### src/rtl/lapd_pkg.sv
// shared types and constants for the layered box pair detector
// no dependencies; every rtl file imports this package
package lapd_pkg;

   // fixed widths of the request and result fields
   localparam int IDX_W   = 3;
   localparam int LAYER_W = 4;
   localparam int COORD_W = 16;

   // request function codes
   localparam logic FUNC_WRITE = 1'b0;
   localparam logic FUNC_RUN   = 1'b1;

   // scan sequencer states
   typedef enum logic [1:0] {
      ST_IDLE,
      ST_SCAN,
      ST_DRAIN,
      ST_FINISH
   } scan_state_type;

   // per-slot attributes
   typedef struct packed {
      logic               enable;
      logic [LAYER_W-1:0] src_layer;
      logic [LAYER_W-1:0] dst_layer;
      logic               handler;
   } box_attr_type;

   // per-slot geometry
   typedef struct packed {
      logic signed [COORD_W-1:0] x;
      logic signed [COORD_W-1:0] y;
      logic        [COORD_W-1:0] w;
      logic        [COORD_W-1:0] h;
   } box_geo_type;

   // slot write request
   typedef struct packed {
      logic             en;
      logic [IDX_W-1:0] idx;
      box_attr_type     attr;
      box_geo_type      geo;
   } wr_req_type;

   // one pair of slots, as read request and as evaluation tag
   typedef struct packed {
      logic             en;
      logic [IDX_W-1:0] src;
      logic [IDX_W-1:0] dst;
   } pair_req_type;

endpackage

### src/rtl/lapd_box_mem.sv
// box table: geometry and attribute memories with one write and two read ports
// depends on lapd_pkg
module lapd_box_mem #(
   parameter int MAX_BOXES = 8
) (
   input  logic                  clock,
   input  logic                  reset,
   input  lapd_pkg::wr_req_type  wr,
   input  lapd_pkg::pair_req_type rd,
   output lapd_pkg::box_attr_type attr_src,
   output lapd_pkg::box_attr_type attr_dst,
   output lapd_pkg::box_geo_type  geo_src,
   output lapd_pkg::box_geo_type  geo_dst
);
   import lapd_pkg::*;

   localparam int AW = $clog2(MAX_BOXES);

   box_geo_type          geo_mem  [MAX_BOXES];
   box_attr_type         attr_mem [MAX_BOXES];
   logic [MAX_BOXES-1:0] valid_ff;
   logic [MAX_BOXES-1:0] valid_in;
   box_attr_type         attr_src_ff, attr_dst_ff;
   box_geo_type          geo_src_ff, geo_dst_ff;
   logic [AW-1:0]        waddr, raddr_s, raddr_d;

   assign waddr   = wr.idx[AW-1:0];
   assign raddr_s = rd.src[AW-1:0];
   assign raddr_d = rd.dst[AW-1:0];

   // memory write port
   always_ff @(posedge clock) begin
      if (wr.en) begin
         geo_mem[waddr]  <= wr.geo;
         attr_mem[waddr] <= wr.attr;
      end
   end

   // per-slot written flags, attributes read as zero until written
   always_comb begin
      valid_in = valid_ff;
      if (wr.en) begin
         valid_in[waddr] = 1'b1;
      end
   end

   always_ff @(posedge clock) begin
      if (reset) begin
         valid_ff <= '0;
      end else begin
         valid_ff <= valid_in;
      end
   end

   // registered read ports for source and destination slot
   always_ff @(posedge clock) begin
      if (rd.en) begin
         geo_src_ff  <= geo_mem[raddr_s];
         geo_dst_ff  <= geo_mem[raddr_d];
         attr_src_ff <= valid_ff[raddr_s] ? attr_mem[raddr_s] : '0;
         attr_dst_ff <= valid_ff[raddr_d] ? attr_mem[raddr_d] : '0;
      end
   end

   assign attr_src = attr_src_ff;
   assign attr_dst = attr_dst_ff;
   assign geo_src  = geo_src_ff;
   assign geo_dst  = geo_dst_ff;

endmodule

### src/rtl/lapd_overlap_unit.sv
// shared box overlap comparator, one slot pair per use, edges touching count
// depends on lapd_pkg
module lapd_overlap_unit (
   input  lapd_pkg::box_geo_type geo_src,
   input  lapd_pkg::box_geo_type geo_dst,
   output logic                  touch
);
   import lapd_pkg::*;

   // |(2a+sa)-(2b+sb)| <= sa+sb on doubled coordinates
   function automatic logic axis_touch(
      input logic [COORD_W-1:0] pa,
      input logic [COORD_W-1:0] sa,
      input logic [COORD_W-1:0] pb,
      input logic [COORD_W-1:0] sb
   );
      logic [COORD_W+2:0] ca;
      logic [COORD_W+2:0] cb;
      logic [COORD_W+2:0] diff;
      logic [COORD_W+1:0] mag;
      logic [COORD_W:0]   span;
      ca   = {{2{pa[COORD_W-1]}}, pa, 1'b0} + {3'b000, sa};
      cb   = {{2{pb[COORD_W-1]}}, pb, 1'b0} + {3'b000, sb};
      diff = ca - cb;
      if (diff[COORD_W+2]) begin
         mag = (COORD_W+2)'((COORD_W+3)'(0) - diff);
      end else begin
         mag = diff[COORD_W+1:0];
      end
      span = {1'b0, sa} + {1'b0, sb};
      return mag <= {1'b0, span};
   endfunction

   // both axes must touch
   assign touch = axis_touch(geo_src.x, geo_src.w, geo_dst.x, geo_dst.w)
               && axis_touch(geo_src.y, geo_src.h, geo_dst.y, geo_dst.h);

endmodule

### src/rtl/lapd_scan_ctrl.sv
// pair scan sequencer: walks source and destination slot counters
// depends on lapd_pkg
module lapd_scan_ctrl #(
   parameter int MAX_BOXES = 8
) (
   input  logic                   clock,
   input  logic                   reset,
   input  logic                   run_go,
   output logic                   busy,
   output lapd_pkg::pair_req_type rd_req,
   output lapd_pkg::pair_req_type eval,
   output logic                   finish
);
   import lapd_pkg::*;

   localparam logic [IDX_W-1:0] LAST_IDX = IDX_W'(MAX_BOXES - 1);

   scan_state_type   state_ff, state_in;
   logic [IDX_W-1:0] src_ff, src_in, dst_ff, dst_in;
   pair_req_type     eval_ff;
   logic             scan_done;

   assign scan_done = (src_ff == LAST_IDX) && (dst_ff == LAST_IDX);

   // next state
   always_comb begin
      state_in = state_ff;
      unique case (state_ff)
         ST_IDLE:   if (run_go) begin
            state_in = ST_SCAN;
         end
         ST_SCAN:   if (scan_done) begin
            state_in = ST_DRAIN;
         end
         ST_DRAIN:  state_in = ST_FINISH;
         ST_FINISH: state_in = ST_IDLE;
         default:   state_in = ST_IDLE;
      endcase
   end

   // outputs
   always_comb begin
      busy   = 1'b1;
      rd_req = '0;
      finish = 1'b0;
      unique case (state_ff)
         ST_IDLE:   busy = 1'b0;
         ST_SCAN:   rd_req = '{en: 1'b1, src: src_ff, dst: dst_ff};
         ST_DRAIN:  ;
         ST_FINISH: finish = 1'b1;
         default:   busy = 1'b0;
      endcase
   end

   // slot counters, destination inner
   always_comb begin
      src_in = src_ff;
      dst_in = dst_ff;
      if (state_ff == ST_SCAN) begin
         if (dst_ff == LAST_IDX) begin
            dst_in = '0;
            src_in = src_ff + 1'b1;
         end else begin
            dst_in = dst_ff + 1'b1;
         end
      end else begin
         src_in = '0;
         dst_in = '0;
      end
   end

   always_ff @(posedge clock) begin
      if (reset) begin
         state_ff <= ST_IDLE;
         src_ff   <= '0;
         dst_ff   <= '0;
         eval_ff  <= '0;
      end else begin
         state_ff <= state_in;
         src_ff   <= src_in;
         dst_ff   <= dst_in;
         eval_ff  <= rd_req;
      end
   end

   // evaluation tag lines up with the registered memory read
   assign eval = eval_ff;

   a_eval_follows_scan : assert property (@(posedge clock) disable iff (reset)
      eval_ff.en |-> $past(state_ff) == ST_SCAN)
      else $error("pair evaluated without a scan read");

   a_drain_after_last_pair : assert property (@(posedge clock) disable iff (reset)
      state_ff == ST_SCAN && scan_done |=> state_ff == ST_DRAIN)
      else $error("scan did not end after last pair");

   a_finish_after_drain : assert property (@(posedge clock) disable iff (reset)
      state_ff == ST_FINISH |-> $past(state_ff) == ST_DRAIN)
      else $error("finish without drain");

endmodule

### src/rtl/layered_aabb_pair_detector_top.sv
// layered box pair detector: a run over N = MAX_BOXES slots keeps busy high
// while it feeds all N*N ordered slot pairs, one pair per cycle, through the
// overlap comparator; hits are reported during the scan and the final result
// carries last; requests are taken only while busy is low; writes keep it low
// reset clears every slot to disabled; geometry is undefined until written
// depends on lapd_pkg, lapd_box_mem, lapd_overlap_unit, lapd_scan_ctrl
module layered_aabb_pair_detector_top #(
   parameter int MAX_BOXES = 8
) (
   input  logic                               clock,
   input  logic                               reset,
   input  logic                               start,
   output logic                               busy,
   input  logic                               req_func,
   input  logic [lapd_pkg::IDX_W-1:0]         req_box_index,
   input  logic                               req_entry_enable,
   input  logic [lapd_pkg::LAYER_W-1:0]       req_source_layer,
   input  logic [lapd_pkg::LAYER_W-1:0]       req_dest_layer,
   input  logic signed [lapd_pkg::COORD_W-1:0] req_pos_x,
   input  logic signed [lapd_pkg::COORD_W-1:0] req_pos_y,
   input  logic [lapd_pkg::COORD_W-1:0]       req_size_w,
   input  logic [lapd_pkg::COORD_W-1:0]       req_size_h,
   input  logic                               req_has_handler,
   output logic                               rsp_strobe,
   output logic                               rsp_hit_valid,
   output logic [lapd_pkg::IDX_W-1:0]         rsp_source_index,
   output logic [lapd_pkg::IDX_W-1:0]         rsp_dest_index,
   output logic                               rsp_last
);
   import lapd_pkg::*;

   localparam logic [IDX_W:0] SLOT_LIMIT = (IDX_W+1)'(MAX_BOXES);

   wr_req_type       wr;
   pair_req_type     rd_req, eval;
   logic             run_go, finish, touch, hit;
   logic             src_ok, dst_ok;
   box_attr_type     attr_src, attr_dst;
   box_geo_type      geo_src, geo_dst;

   logic             pend_valid_ff, pend_valid_in;
   logic [IDX_W-1:0] pend_src_ff, pend_src_in, pend_dst_ff, pend_dst_in;
   logic             strobe_ff, strobe_in;
   logic             hit_valid_ff, hit_valid_in, last_ff, last_in;
   logic [IDX_W-1:0] out_src_ff, out_src_in, out_dst_ff, out_dst_in;

   // request decode
   assign run_go = start && !busy && (req_func == FUNC_RUN);

   always_comb begin
      wr.en   = start && !busy && (req_func == FUNC_WRITE)
             && ({1'b0, req_box_index} < SLOT_LIMIT);
      wr.idx  = req_box_index;
      wr.attr = '{enable: req_entry_enable, src_layer: req_source_layer,
                  dst_layer: req_dest_layer, handler: req_has_handler};
      wr.geo  = '{x: req_pos_x, y: req_pos_y, w: req_size_w, h: req_size_h};
   end

   lapd_scan_ctrl #(.MAX_BOXES(MAX_BOXES)) u_ctrl (
      .clock  (clock),
      .reset  (reset),
      .run_go (run_go),
      .busy   (busy),
      .rd_req (rd_req),
      .eval   (eval),
      .finish (finish)
   );

   lapd_box_mem #(.MAX_BOXES(MAX_BOXES)) u_mem (
      .clock    (clock),
      .reset    (reset),
      .wr       (wr),
      .rd       (rd_req),
      .attr_src (attr_src),
      .attr_dst (attr_dst),
      .geo_src  (geo_src),
      .geo_dst  (geo_dst)
   );

   lapd_overlap_unit u_overlap (
      .geo_src (geo_src),
      .geo_dst (geo_dst),
      .touch   (touch)
   );

   // layer filter and handler check on the pair under evaluation
   assign src_ok = attr_src.enable && (attr_src.dst_layer != '0);
   assign dst_ok = attr_dst.enable && (eval.src != eval.dst)
                && (attr_dst.dst_layer == attr_src.src_layer);
   assign hit    = eval.en && src_ok && dst_ok && attr_dst.handler && touch;

   // one hit is held back so the final one can carry last
   always_comb begin
      pend_valid_in = pend_valid_ff;
      pend_src_in   = pend_src_ff;
      pend_dst_in   = pend_dst_ff;
      strobe_in     = 1'b0;
      hit_valid_in  = 1'b0;
      out_src_in    = '0;
      out_dst_in    = '0;
      last_in       = 1'b0;
      if (finish) begin
         strobe_in     = 1'b1;
         hit_valid_in  = pend_valid_ff;
         out_src_in    = pend_valid_ff ? pend_src_ff : '0;
         out_dst_in    = pend_valid_ff ? pend_dst_ff : '0;
         last_in       = 1'b1;
         pend_valid_in = 1'b0;
      end else if (hit) begin
         strobe_in     = pend_valid_ff;
         hit_valid_in  = 1'b1;
         out_src_in    = pend_src_ff;
         out_dst_in    = pend_dst_ff;
         pend_valid_in = 1'b1;
         pend_src_in   = eval.src;
         pend_dst_in   = eval.dst;
      end
   end

   always_ff @(posedge clock) begin
      if (reset) begin
         pend_valid_ff <= 1'b0;
         strobe_ff     <= 1'b0;
      end else begin
         pend_valid_ff <= pend_valid_in;
         strobe_ff     <= strobe_in;
      end
   end

   always_ff @(posedge clock) begin
      pend_src_ff  <= pend_src_in;
      pend_dst_ff  <= pend_dst_in;
      hit_valid_ff <= hit_valid_in;
      out_src_ff   <= out_src_in;
      out_dst_ff   <= out_dst_in;
      last_ff      <= last_in;
   end

   assign rsp_strobe       = strobe_ff;
   assign rsp_hit_valid    = hit_valid_ff;
   assign rsp_source_index = out_src_ff;
   assign rsp_dest_index   = out_dst_ff;
   assign rsp_last         = last_ff;

   a_empty_result_is_last : assert property (@(posedge clock) disable iff (reset)
      rsp_strobe && !rsp_hit_valid |-> rsp_last)
      else $error("empty result not marked last");

   a_quiet_after_last : assert property (@(posedge clock) disable iff (reset)
      rsp_strobe && rsp_last |=> !rsp_strobe)
      else $error("result right after last of run");

   a_no_write_while_busy : assert property (@(posedge clock) disable iff (reset)
      busy |-> !wr.en)
      else $error("slot written during a run");

   a_pending_clear_when_idle : assert property (@(posedge clock) disable iff (reset)
      !busy |-> !pend_valid_ff)
      else $error("held hit left over after run");

endmodule

### config.mk
export PLATFORM = sky130hd
export DESIGN_NAME = layered_aabb_pair_detector_top
export DESIGN_NICKNAME = d
export VERILOG_FILES = /design/src/rtl/lapd_pkg.sv /design/src/rtl/lapd_box_mem.sv /design/src/rtl/lapd_overlap_unit.sv /design/src/rtl/lapd_scan_ctrl.sv /design/src/rtl/layered_aabb_pair_detector_top.sv
export SDC_FILE = /design/constraint.sdc
export NUM_CORES = 1
export LEC_CHECK = 0
export ABC_AREA = 1
export BUFFER_PORTS_ARGS = -buffer_cell sky130_fd_sc_hd__buf_2
export CAP_MARGIN = 20
export CORE_AREA = 2 2 262 264
export DETAILED_ROUTE_END_ITERATION = 8
export DIE_AREA = 0 0 264 266
export PLACE_DENSITY_LB_ADDON = 0.25
export REMOVE_ABC_BUFFERS = 1
export SKIP_LAST_GASP = 1
export SLEW_MARGIN = 30
export SYNTH_ARGS = -nofsm -noshare
export SYNTH_HDL_FRONTEND = slang
export SYNTH_SLANG_ARGS = --single-unit
### constraint.sdc
create_clock -name clock -period 8.09 [get_ports clock]
set_input_delay 1.2135 -clock clock [delete_from_list [all_inputs] [get_ports clock]]
set_output_delay 1.2135 -clock clock [all_outputs]
set_load 0.005 [all_outputs]
==> results.md <==
* Mapped Area at 39980 sq um
* Worst relative slew slack at between 30% and 40%
* Worst Tran Pin Value at just over 1 ns
* Status: finished clean
* Total track usage at between 20 and 30%
* Final nets at about 4.3k
* Worst Slack Setup Final at roughly 2.4 ns
* Post-synth EDFFs at ~740
* Power per cell area at about 400 nW/um^2
* Drt total wl at slightly below 100000 um
* Drt first pass iters at 6
* Syn Inst Count at ~4.0k
* Die height at about 270 um
* RSZ-0062 raised after global routing: false
* Cell row count at 96
* First-pass GRT wire length at around 150000 um
* H-Tree Level Count at 3
* Clock transition at the registers of the reported paths at ~0.06 ns
* Critical path class: reg -> reg
* Remaining antenna violation count at 0
* Power share of the combinational group at 50.9%
* Type of origin of the critical path: flip-flop
* Critical Path Fanout Max at 10
* Top cells by area, synth: edfxtp_1, o21ai_0, a21oi_1
* PortBufs at 90
* Synth unique cells at 48
* CP endpoint kind: flip-flop
* Int Pwr at approximately 10 mW
* HP Class: reg -> reg
* Post-DP Area at slightly above 40000 sq um
* Top post-synthesis cells by count: edfxtp_1, o21ai_0, inv_1
* Fin. Hold Viols at 0
* Required time of the worst setup path at approximately 8.4 ns
* P_leak at ~17 nW
* Most common cell in the netlist: edfxtp_1
* Sequential Power Share at 27.9%
* Clock root buffer: clkbuf_16
* Max-slew violations at 0
* CTS tree: built
* CP peak stage delay at 0.56 ns
* Initial antenna violation count at 12
* Max IR drop VDD at ~0.33 mV
* Critical path's most frequent cell: nand2_1
* Clock tree sinks at 774
* Post-CTS Resized at 0
* Fin crit share at between 60% and 70%
* Seq/Total Area, Yosys at around 57%
* Total net switching power at 7.330 mW
* Vias in the first global route at about 29k
* Share of the synthesized area in the top cell type at 55.65%
* Async S/R FF share, synth at 0%
* Worst path slowest cell: fa_1
* Min Tclk post-route at between 5 and 6 ns
* WHS at between 0.4 and 0.5 ns
* Max Fclk at roughly 0.18 GHz
* Most used DFF post-synth: edfxtp_1
* Reg area at between 20000 and 25000 sq um
* GP Congestion at a little over 0.9
* Final setup TNS at 0 ns
* Sw Ratio at between 40% and 50%
* Largest net degree at the start of global routing at ~240
* Finished Cell Area at 43870 sq um
* Remaining global-route overflow at 0
* Post CTS Setup Buffer Count at 0
* Share of cells above drive strength 1 at under 10%
* Place WS at 2.516 ns
* Finished Layout Cells at 4958
* Clock Skews at between 0.015 and 0.02 ns
* YS warnings at 0
* Clock Latency Late Sink at ~0.64 ns
* Clock power frac at 21.3%
* Via/cell ratio at roughly 6
* Pwr Total at between 15 and 20 mW
* Syn-to-layout area delta at 9.710%
* Hold_buf cts at 0
* Syn avg cell area at approximately 9.9 sq um
* CP Data Arrival Time at 5.99 ns
* Flop2flop setup slack at 2.43 ns
* Via count at 29.79k
* Io pins at 91
* Fillers at about 5.3k
* Setup Viol. Count Final at 0
* TritonCTS Buffers at between 80 and 90
* Clock buffer depth at 3
* Core box area at 67750 sq um
* Max-Cap Viols at 0
* HPWL Detailed at roughly 57000 um
* Final Core Density at ~65%
* Die area at 70220 sq um
* Initial Utilization at a little under 60%
* DR iter-0 viols at 3285
* Multi-input logic area at about 14000 sq um
* Residual DRC at 0
* Placed Cells incl. Taps at around 4.8k
* Wire length per cell at 19.95 um
* DIE WIDTH at ~260 um
* #FFs+latches synth at between 700 and 800
* Leading area contributor after synthesis: edfxtp_1
==> worst max-delay path, delay by kind of cell, from the launching register on <==
kind / cells / cell delay, ns
AND/OR/NAND/NOR: 23 / 2.25
adder cells (fa/ha/maj): 4 / 1.72
buffers and inverters: 5 / 0.57
XOR/XNOR: 2 / 0.42
flip-flops: 1 / 0.36
==> state kept, by name, summed over array words and instances (netlist names), 6 cells and up <==
name / cells
u_mem.geo_src: 64
u_mem.geo_mem: 512
u_mem.attr_src: 9
u_mem.valid_ff: 8
u_mem.attr_dst: 6
u_mem.attr_mem: 80
u_mem.geo_dst: 64
u_ctrl.eval: 7
==> cell usage in the layout, fill, tap and decap left out, types with 6 or more instances in the layout <==
| cell | n |
|---|---|
| inv_1 | 498 |
| fa_1 | 62 |
| buf_4 | 30 |
| a21oi_1 | 472 |
| xnor2_1 | 27 |
| o221ai_1 | 31 |
| clkbuf_16 | 83 |
| nand2_4 | 6 |
| nand2_2 | 14 |
| buf_2 | 90 |
| inv_2 | 6 |
| xor2_1 | 40 |
| nand3_1 | 80 |
| a31oi_1 | 135 |
| clkbuf_1 | 13 |
| clkinv_1 | 12 |
| dfxtp_1 | 33 |
| nand4_1 | 15 |
| nor2_1 | 376 |
| nor3_1 | 7 |
| nor2_4 | 6 |
| ha_1 | 118 |
| bufinv_16 | 9 |
| o21bai_1 | 6 |
| and3_1 | 13 |
| edfxtp_1 | 741 |
| o21ai_0 | 695 |
| nand2_1 | 356 |
| clkinv_2 | 16 |
| a211oi_1 | 13 |
==> area by class of cell <==
type | count | area share [%]
Sequential cell | 774 | 52.23
Tap cell | 882 | 2.516
Timing Repair Buffer | 128 | 1.974
Inverter | 510 | 4.412
Antenna cell | 4 | 0.02282
Clock inverter | 46 | 1.141
Multi-Input combinational cell | 2518 | 32.86
Clock buffer | 96 | 4.846
==> routing by layer <==
layer  track usage (%)  wire, um
met5                 0        72
met4             10.64      2499
met3             3.789      7076
met2             48.81     49280
met1             35.86     39970
==> power groups by stage <==
stage / Combinational [mW] / Sequential (mW) / Clock, mW
after global placement: 8.63 / 4.95 / 0
after detailed placement: 8.79 / 4.96 / 0
after floorplan: 6.85 / 4.97 / 0
after CTS: 8.87 / 4.88 / 3.75
after global routing: 10.2 / 4.91 / 3.90
final: 8.91 / 4.88 / 3.72
==> logic make-up after synthesis <==
| kind of cell | after synthesis | share of synthesized area [%] |
|---|---|---|
| AOI/OAI and AO/OA | 1370 | 18.12 |
| and+or+nand+nor | 898 | 9.253 |
| DFF | 774 | 57.30 |
| buffers and inverters | 733 | 6.894 |
| adders and majority gates | 181 | 6.828 |
| xor gates and xnor gates | 69 | 1.605 |
==> path summary, 6_finish.rpt <==
| check | from | end | cells past startpoint |
|---|---|---|---|
| worst min-delay path | u_ctrl.eval[1]$_SDFF_PP0_ | pend_dst_ff[1]$_DFFE_PP_ | 0 |
| worst min register to register | u_ctrl.eval[1]$_SDFF_PP0_ | pend_dst_ff[1]$_DFFE_PP_ | 0 |
| worst max-delay path | u_mem.geo_src[24]$_DFFE_PP_ | pend_dst_ff[2]$_DFFE_PP_ | 34 |
| worst max register to register | u_mem.geo_src[24]$_DFFE_PP_ | pend_dst_ff[2]$_DFFE_PP_ | 34 |
Power figures use the tool's default switching activity.
